--- src/hdl/xo256pp_pkg.sv ---
// ----------------------------------------------------------------------------
// xo256pp_pkg
// Shared types, constants and step functions of the xoshiro256++ generator.
// ----------------------------------------------------------------------------
package xo256pp_pkg;

  localparam int unsigned WordW  = 64;
  localparam int unsigned NWords = 4;
  localparam int unsigned PolyW  = WordW * NWords;

  typedef logic [WordW-1:0] word_t;
  typedef logic [NWords-1:0][WordW-1:0] state_t;

  typedef enum logic [1:0] {
    ACT_LOAD = 2'd0,
    ACT_GEN  = 2'd1,
    ACT_JUMP = 2'd2,
    ACT_NONE = 2'd3
  } action_e;

  // Jump polynomial, word 0 in the low bits so that bit n is step n.
  localparam logic [PolyW-1:0] JumpPoly = {
    64'h39abdc4529b1661c, 64'ha9582618e03fc9aa,
    64'hd5a61266f0c9392c, 64'h180ec6d33cfd0aba
  };

  localparam logic [3:0] MaxBytes = 4'd8;

  function automatic word_t rotl23(word_t x);
    return {x[40:0], x[63:41]};
  endfunction

  function automatic word_t rotl45(word_t x);
    return {x[18:0], x[63:19]};
  endfunction

  // One xoshiro256 state transition.
  function automatic state_t step(state_t s);
    state_t n;
    word_t  t;
    t    = {s[1][46:0], 17'd0};
    n[2] = s[2] ^ s[0] ^ t;
    n[3] = rotl45(s[3] ^ s[1]);
    n[1] = s[1] ^ s[2] ^ s[0];
    n[0] = s[0] ^ s[3] ^ s[1];
    return n;
  endfunction

  function automatic word_t scramble(state_t s);
    return rotl23(s[0] + s[3]) + s[0];
  endfunction

  // Keeps the top n bytes of a word.
  function automatic word_t byte_mask(logic [3:0] n);
    word_t m;
    m = '0;
    for (int i = 0; i < 8; i++) begin
      if (4'(i) < n) m[WordW-1-8*i -: 8] = 8'hFF;
    end
    return m;
  endfunction

endpackage

--- src/hdl/xo256pp_if.sv ---
// ----------------------------------------------------------------------------
// xo256pp_if
// Valid/ready channels carrying requests into and results out of the generator.
// ----------------------------------------------------------------------------
interface xo256pp_req_if;
  logic        valid;
  logic        ready;
  logic [1:0]  action;
  logic [1:0]  word_index;
  logic [63:0] seed_word;
  logic [3:0]  byte_count;

  modport source (output valid, action, word_index, seed_word, byte_count, input ready);
  modport sink   (input valid, action, word_index, seed_word, byte_count, output ready);
endinterface

interface xo256pp_rsp_if;
  logic        valid;
  logic        ready;
  logic [63:0] bytes_out;
  logic [3:0]  valid_bytes;
  logic        seed_weak;

  modport source (output valid, bytes_out, valid_bytes, seed_weak, input ready);
  modport sink   (input valid, bytes_out, valid_bytes, seed_weak, output ready);
endinterface

--- src/hdl/xoshiro256pp_generator_with_jump.sv ---
// ----------------------------------------------------------------------------
// xoshiro256pp_generator_with_jump
// Xoshiro256++ generator with seed load, generate and 2^128-step jump.
// ----------------------------------------------------------------------------
// A load or a generate beat is accepted while the generator is idle and its
// result is registered for the following cycle, so those actions sustain one
// beat per cycle while results are taken. A jump holds the request channel
// off from acceptance until its result appears: the single state-step unit
// runs once per polynomial bit but the last while an accumulator gathers the
// state, and the result appears once the accumulated value has replaced the
// state. Every result reports whether state words 0 and 1 are both zero
// after the action.
module xoshiro256pp_generator_with_jump
  import xo256pp_pkg::*;
(
  input  logic                 clk_i,
  input  logic                 rst_ni,
  xo256pp_req_if.sink          in_i,
  xo256pp_rsp_if.source        out_o
);

  typedef enum logic [1:0] {
    ST_IDLE = 2'b01,
    ST_JUMP = 2'b10
  } state_e;

  state_e     st_q, st_d;
  state_t     s_q, s_d;
  state_t     acc_q, acc_d;
  state_t     s_next;
  logic [7:0] cnt_q, cnt_d;

  logic       out_valid_q, out_valid_d;
  word_t      bytes_q, bytes_d;
  logic [3:0] vbytes_q, vbytes_d;
  logic       weak_q, weak_d;

  logic       in_fire;
  logic       out_fire;
  logic [3:0] count_sat;
  action_e    act;
  state_t     acc_upd;

  assign out_fire = out_valid_q & out_o.ready;
  assign in_i.ready = (st_q == ST_IDLE) & (~out_valid_q | out_o.ready);
  assign in_fire = in_i.valid & in_i.ready;
  assign act = action_e'(in_i.action);
  assign count_sat = (in_i.byte_count > MaxBytes) ? MaxBytes : in_i.byte_count;

  // The shared step unit: used by a generate beat and by every jump cycle but the last.
  assign s_next = step(s_q);
  assign acc_upd = JumpPoly[cnt_q] ? (acc_q ^ s_q) : acc_q;

  always_comb begin
    st_d        = st_q;
    s_d         = s_q;
    acc_d       = acc_q;
    cnt_d       = cnt_q;
    out_valid_d = out_valid_q & ~out_fire;
    bytes_d     = bytes_q;
    vbytes_d    = vbytes_q;
    weak_d      = weak_q;
    unique case (st_q)
      ST_IDLE: begin
        if (in_fire) begin
          bytes_d  = '0;
          vbytes_d = '0;
          case (act)
            ACT_LOAD: s_d[in_i.word_index] = in_i.seed_word;
            ACT_GEN: begin
              if (count_sat != 4'd0) begin
                s_d      = s_next;
                bytes_d  = scramble(s_q) & byte_mask(count_sat);
                vbytes_d = count_sat;
              end
            end
            ACT_JUMP: begin
              st_d  = ST_JUMP;
              acc_d = '0;
              cnt_d = '0;
            end
            default: ;
          endcase
          weak_d      = (s_d[0] == '0) && (s_d[1] == '0);
          out_valid_d = (act != ACT_JUMP);
        end
      end
      ST_JUMP: begin
        acc_d = acc_upd;
        cnt_d = cnt_q + 8'd1;
        if (cnt_q == 8'hFF) begin
          // Last polynomial bit: the accumulator becomes the new state.
          s_d         = acc_upd;
          st_d        = ST_IDLE;
          weak_d      = (acc_upd[0] == '0) && (acc_upd[1] == '0);
          out_valid_d = 1'b1;
        end else begin
          s_d = s_next;
        end
      end
      default: st_d = ST_IDLE;
    endcase
  end

  always_ff @(posedge clk_i or negedge rst_ni) begin
    if (!rst_ni) begin
      st_q        <= ST_IDLE;
      s_q         <= '0;
      cnt_q       <= '0;
      out_valid_q <= 1'b0;
    end else begin
      st_q        <= st_d;
      s_q         <= s_d;
      cnt_q       <= cnt_d;
      out_valid_q <= out_valid_d;
    end
  end

  always_ff @(posedge clk_i) begin
    acc_q    <= acc_d;
    bytes_q  <= bytes_d;
    vbytes_q <= vbytes_d;
    weak_q   <= weak_d;
  end

  assign out_o.valid       = out_valid_q;
  assign out_o.bytes_out   = bytes_q;
  assign out_o.valid_bytes = vbytes_q;
  assign out_o.seed_weak   = weak_q;

`ifndef SYNTHESIS
  a_no_result_in_jump: assert property (@(posedge clk_i) disable iff (!rst_ni)
    (st_q == ST_JUMP) |-> !out_valid_q)
    else $error("result pending while a jump is running");

  a_jump_starts: assert property (@(posedge clk_i) disable iff (!rst_ni)
    (in_fire && act == ACT_JUMP) |=> (st_q == ST_JUMP) && (cnt_q == 8'd0))
    else $error("accepted jump did not start the sequencer");

  a_jump_ends: assert property (@(posedge clk_i) disable iff (!rst_ni)
    (st_q == ST_JUMP && cnt_q == 8'hFF) |=> (st_q == ST_IDLE) && out_valid_q)
    else $error("jump did not finish with a result");

  a_other_result: assert property (@(posedge clk_i) disable iff (!rst_ni)
    (in_fire && act != ACT_JUMP) |=> out_valid_q)
    else $error("load or generate beat produced no result");

  a_empty_is_zero: assert property (@(posedge clk_i) disable iff (!rst_ni)
    (out_valid_q && vbytes_q == 4'd0) |-> (bytes_q == '0))
    else $error("result with no valid bytes carries data");
`endif

endmodule
--- src/flat_wrapper.sv ---
// flat-port wrapper written by rule: the top's interface ports become plain ports
module xoshiro256pp_generator_with_jump_flat import xo256pp_pkg::*;
  (clk_i, rst_ni, in_i_valid, in_i_action, in_i_word_index, in_i_seed_word, in_i_byte_count, in_i_ready, out_o_valid, out_o_bytes_out, out_o_valid_bytes, out_o_seed_weak, out_o_ready);
  xo256pp_req_if in_i_i ();
  xo256pp_rsp_if out_o_i ();
  input  logic clk_i;
  input  logic rst_ni;
  input wire logic [$bits(in_i_i.valid)-1:0] in_i_valid;
  input wire logic [$bits(in_i_i.action)-1:0] in_i_action;
  input wire logic [$bits(in_i_i.word_index)-1:0] in_i_word_index;
  input wire logic [$bits(in_i_i.seed_word)-1:0] in_i_seed_word;
  input wire logic [$bits(in_i_i.byte_count)-1:0] in_i_byte_count;
  output wire logic [$bits(in_i_i.ready)-1:0] in_i_ready;
  output wire logic [$bits(out_o_i.valid)-1:0] out_o_valid;
  output wire logic [$bits(out_o_i.bytes_out)-1:0] out_o_bytes_out;
  output wire logic [$bits(out_o_i.valid_bytes)-1:0] out_o_valid_bytes;
  output wire logic [$bits(out_o_i.seed_weak)-1:0] out_o_seed_weak;
  input wire logic [$bits(out_o_i.ready)-1:0] out_o_ready;
  assign in_i_i.valid = in_i_valid;
  assign in_i_i.action = in_i_action;
  assign in_i_i.word_index = in_i_word_index;
  assign in_i_i.seed_word = in_i_seed_word;
  assign in_i_i.byte_count = in_i_byte_count;
  assign in_i_ready = in_i_i.ready;
  assign out_o_valid = out_o_i.valid;
  assign out_o_bytes_out = out_o_i.bytes_out;
  assign out_o_valid_bytes = out_o_i.valid_bytes;
  assign out_o_seed_weak = out_o_i.seed_weak;
  assign out_o_i.ready = out_o_ready;
  xoshiro256pp_generator_with_jump u_core (.clk_i(clk_i), .rst_ni(rst_ni), .in_i(in_i_i), .out_o(out_o_i));
endmodule
--- config.mk ---
export PLATFORM = sky130hd
export DESIGN_NAME = xoshiro256pp_generator_with_jump_flat
export DESIGN_NICKNAME = d
export VERILOG_FILES = /design/src/hdl/xo256pp_pkg.sv /design/src/hdl/xo256pp_if.sv /design/src/hdl/xoshiro256pp_generator_with_jump.sv /design/src/flat_wrapper.sv
export SDC_FILE = /design/constraint.sdc
export NUM_CORES = 2
export LEC_CHECK = 0
export ABC_AREA = 1
export ABC_CLOCK_PERIOD_IN_PS = 21700
export BUFFER_PORTS_ARGS = -buffer_cell sky130_fd_sc_hd__clkbuf_2
export CELL_PAD_IN_SITES_DETAIL_PLACEMENT = 0
export CELL_PAD_IN_SITES_GLOBAL_PLACEMENT = 1
export CORE_MARGIN = 2
export CORE_UTILIZATION = 50
export DETAILED_ROUTE_END_ITERATION = 8
export GPL_ROUTABILITY_DRIVEN = 1
export PLACE_DENSITY_LB_ADDON = 0.2
export SYNTH_ARGS = -nofsm -noshare
export SYNTH_HDL_FRONTEND = slang
export SYNTH_SLANG_ARGS = --single-unit
--- constraint.sdc ---
create_clock -name clk_i -period 21.7 [get_ports clk_i]
set_clock_uncertainty 0.2 [all_clocks]
set_input_delay 3.255 -clock clk_i [delete_from_list [all_inputs] [get_ports clk_i]]
set_output_delay 3.255 -clock clk_i [all_outputs]
set_load 0.005 [all_outputs]
==> run metrics <==
outcome=complete, but fails checks; violated checks=design-rule violations; Max FO, Critical Path=60; Final min period=7.97 ns; hold buffers post-CTS=0; startpoint types=input pin; share of layout cells above drive strength 1=5.78%; Cell Area, Synth=46300 µm²; most common cell in the synthesized netlist=nand2_1; RSZ-0062 raised after global routing=no; largest cells by area after synthesis=edfxtp_1 (21%), dfrtp_1 (14%), nand2_1 (9.4%), a21oi_1 (7.5%), nor2_1 (7.3%); Post-synth top flop=edfxtp_1; Non-Filler Instances=7548; drt wl/cell=30.1 µm; wirelength, routed=227000 µm; worst setup path class=in -> reg; FP Rows=111; TNS Setup=0 ns; Die Footprint=95100 µm²; Yosys reg bits=592; Root Buffer=clkbuf_16; CTS H-tree depth=3; Max Clock Freq=0.125 GHz; Post-Synth Adder-Cell Area=3.95%; Antenna Violating Nets Remaining=0; fin util=54.6%; PostCTS Resize Cnt=0; setup ws final=13.73 ns; Max Cap Viol=0; Syn Inst Count=6353; post-synth top area cell=edfxtp_1; largest net degree at the start of global routing=135; Initial Util=50.5%; number of placed I/O pins=147; syn_area_per_cell=7.29 µm²; TritonCTS clock tree=yes; CP Capture Type=register; postcts setup bufs=0; Setup WS pre-CTS=13.38 ns; Post-Synth XOR/XNOR Area=9.96%; Async SR Flop Fraction=45.1%; cts bufs inserted=74; Port Buffers=146; fin crit share=36.7%; sequential area share after synthesis=35.5%; global-route usage over all layers=46.6%; Placer Congestion=1.06; Rel. slew slack=20.8%; Unique masters post-synth=54; antenna violations before repair=7; post-DP HPWL=167000 µm; Post-synth EDFFs=325; vias in the first global route=44800; Area growth, synth to finish=8.15%; placed insts=7402; first-pass GRT wire length=320000 µm; clock sink count=592; Hold Path Class=reg -> reg; drt first pass iters=9; top cells by count, synth=nand2_1 (1163), nor2_1 (896), a21oi_1 (692); DRC Markers=2; Post-Syn Nets=6574; Critical Path AT=8.28 ns; vias=49400; Worst-Skew Late Latency=0.67 ns; Pins Over Slew Limit=0; core area=91800 µm²; setup violators final=0; clk buf depth=3; Synth top area share=21.1%; GR Overflow Total=0; Chip Height=308 µm; Hold Vio Cnt, Final=0; worst slew pin tran=1.19 ns; die width=308 µm; initial detailed-routing violation count=7582; Via density=6.54; Final nets=6456; synth warn=0; largest family of logic cells by synthesized area=compound AO/OA/AOI/OAI gates; multiplexer area fraction after synthesis=0%; simple-gate portion of the synthesized area=20.9%; clock transition at the registers of the reported paths=0.05 ns; required time worst endpoint=22.01 ns; Synth Area in Compound Gates=22.3%
[kinds of logic after synthesis]
kind of cell / Yosys count
buffers and inverters: 889
XOR/XNOR: 527
flip-flops: 592
AND/OR/NAND/NOR: 2382
adder cells (fa/ha/maj): 145
AO/OA/AOI/OAI: 1818
[cell type report]
cell class | instances | area [µm²]
Sequential cell | 592 | 16400
Antenna cell | 9 | 22.5
Fill cell | 8806 | 41700
Inverter | 481 | 1830
Clock inverter | 46 | 499
Timing Repair Buffer | 214 | 1260
Clock buffer | 91 | 1980
Tap cell | 1243 | 1560
Multi-Input combinational cell | 4872 | 26500
[flip-flops by register name, summed over array words and instances (netlist names)]
| name | flops |
|---|---|
| u_core.cnt_q | 8 |
| u_core.out_o.valid | 1 |
| u_core.out_o.seed_weak | 1 |
| u_core.st_q | 2 |
| u_core.s_q | 256 |
| u_core.out_o.valid_bytes | 4 |
| u_core.acc_q | 256 |
| u_core.out_o.bytes_out | 64 |
[per-layer routing]
| metal | wire length (µm) | GRT usage, % | up-vias |
|---|---|---|---|
| met3 | 33500 | 15.3 | 710 |
| met2 | 92000 | 66.1 | 3868 |
| met5 | 27 | 0 | - |
| met4 | 17400 | 30.4 | 4 |
| met1 | 84100 | 60.4 | 23300 |
| li1 | - | - | 21400 |
[per-stage QoR]
stage / cell area [µm²] / hold slack [ns]
2_1_floorplan: 46300 / 0.282
3_3_place_gp: 47600 / 0.303
3_5_place_dp: 47600 / 0.309
4_1_cts: 50100 / 0.316
5_1_grt: 50100 / 0.339
6_report: 50100 / 0.312
[worst max-delay path: stages]
cell and delay [ns]:
clkbuf_2 0.13, nor2_1 0.59, nand2_1 0.24, nand2_4 0.44, inv_4 0.39, buf_4 0.43, buf_4 0.47, nand2_1 0.18
o221ai_1 0.15, nor4_1 0.78, nand3_1 0.25, nor3_1 0.46, nand3_1 0.19, nand2_1 0.12
[final timing paths]
| path | start | slack, ns | depth (start not counted) | endpoint |
|---|---|---|---|---|
| max | in_i_byte_count[3] | 13.73 | 14 | u_core.out_o.seed_weak |
| min | u_core.st_q[0] | 0.31 | 2 | u_core.st_q[0] |
| max reg2reg | u_core.s_q[33] | 14.65 | 22 | u_core.out_o.bytes_out[54] |
| min reg2reg | u_core.st_q[0] | 0.31 | 2 | u_core.st_q[0] |
| max in group asynchronous | rst_ni | 16.34 | 3 | u_core.s_q[200] |
| min in group asynchronous | rst_ni | 2.42 | 1 | u_core.s_q[171] |
[cell usage in the layout (no fill, tap or decap), types with 67 or more instances in the layout]
cell type  instances
nand2_1         1157
a21oi_1          692
xnor2_1          242
xor2_1           285
o22ai_1          209
nand3b_1          99
clkbuf_16         75
o21ai_0          452
inv_1            465
edfxtp_1         325
ha_1             142
clkbuf_2         145
nor2_1           894
dfrtp_1          266
buf_4             67
nand3_1          137
a31oi_1          160
o21a_1            80
Power is not shown: default switching activity piles up to over one toggle a cycle in this logic, so the estimate is an artifact.
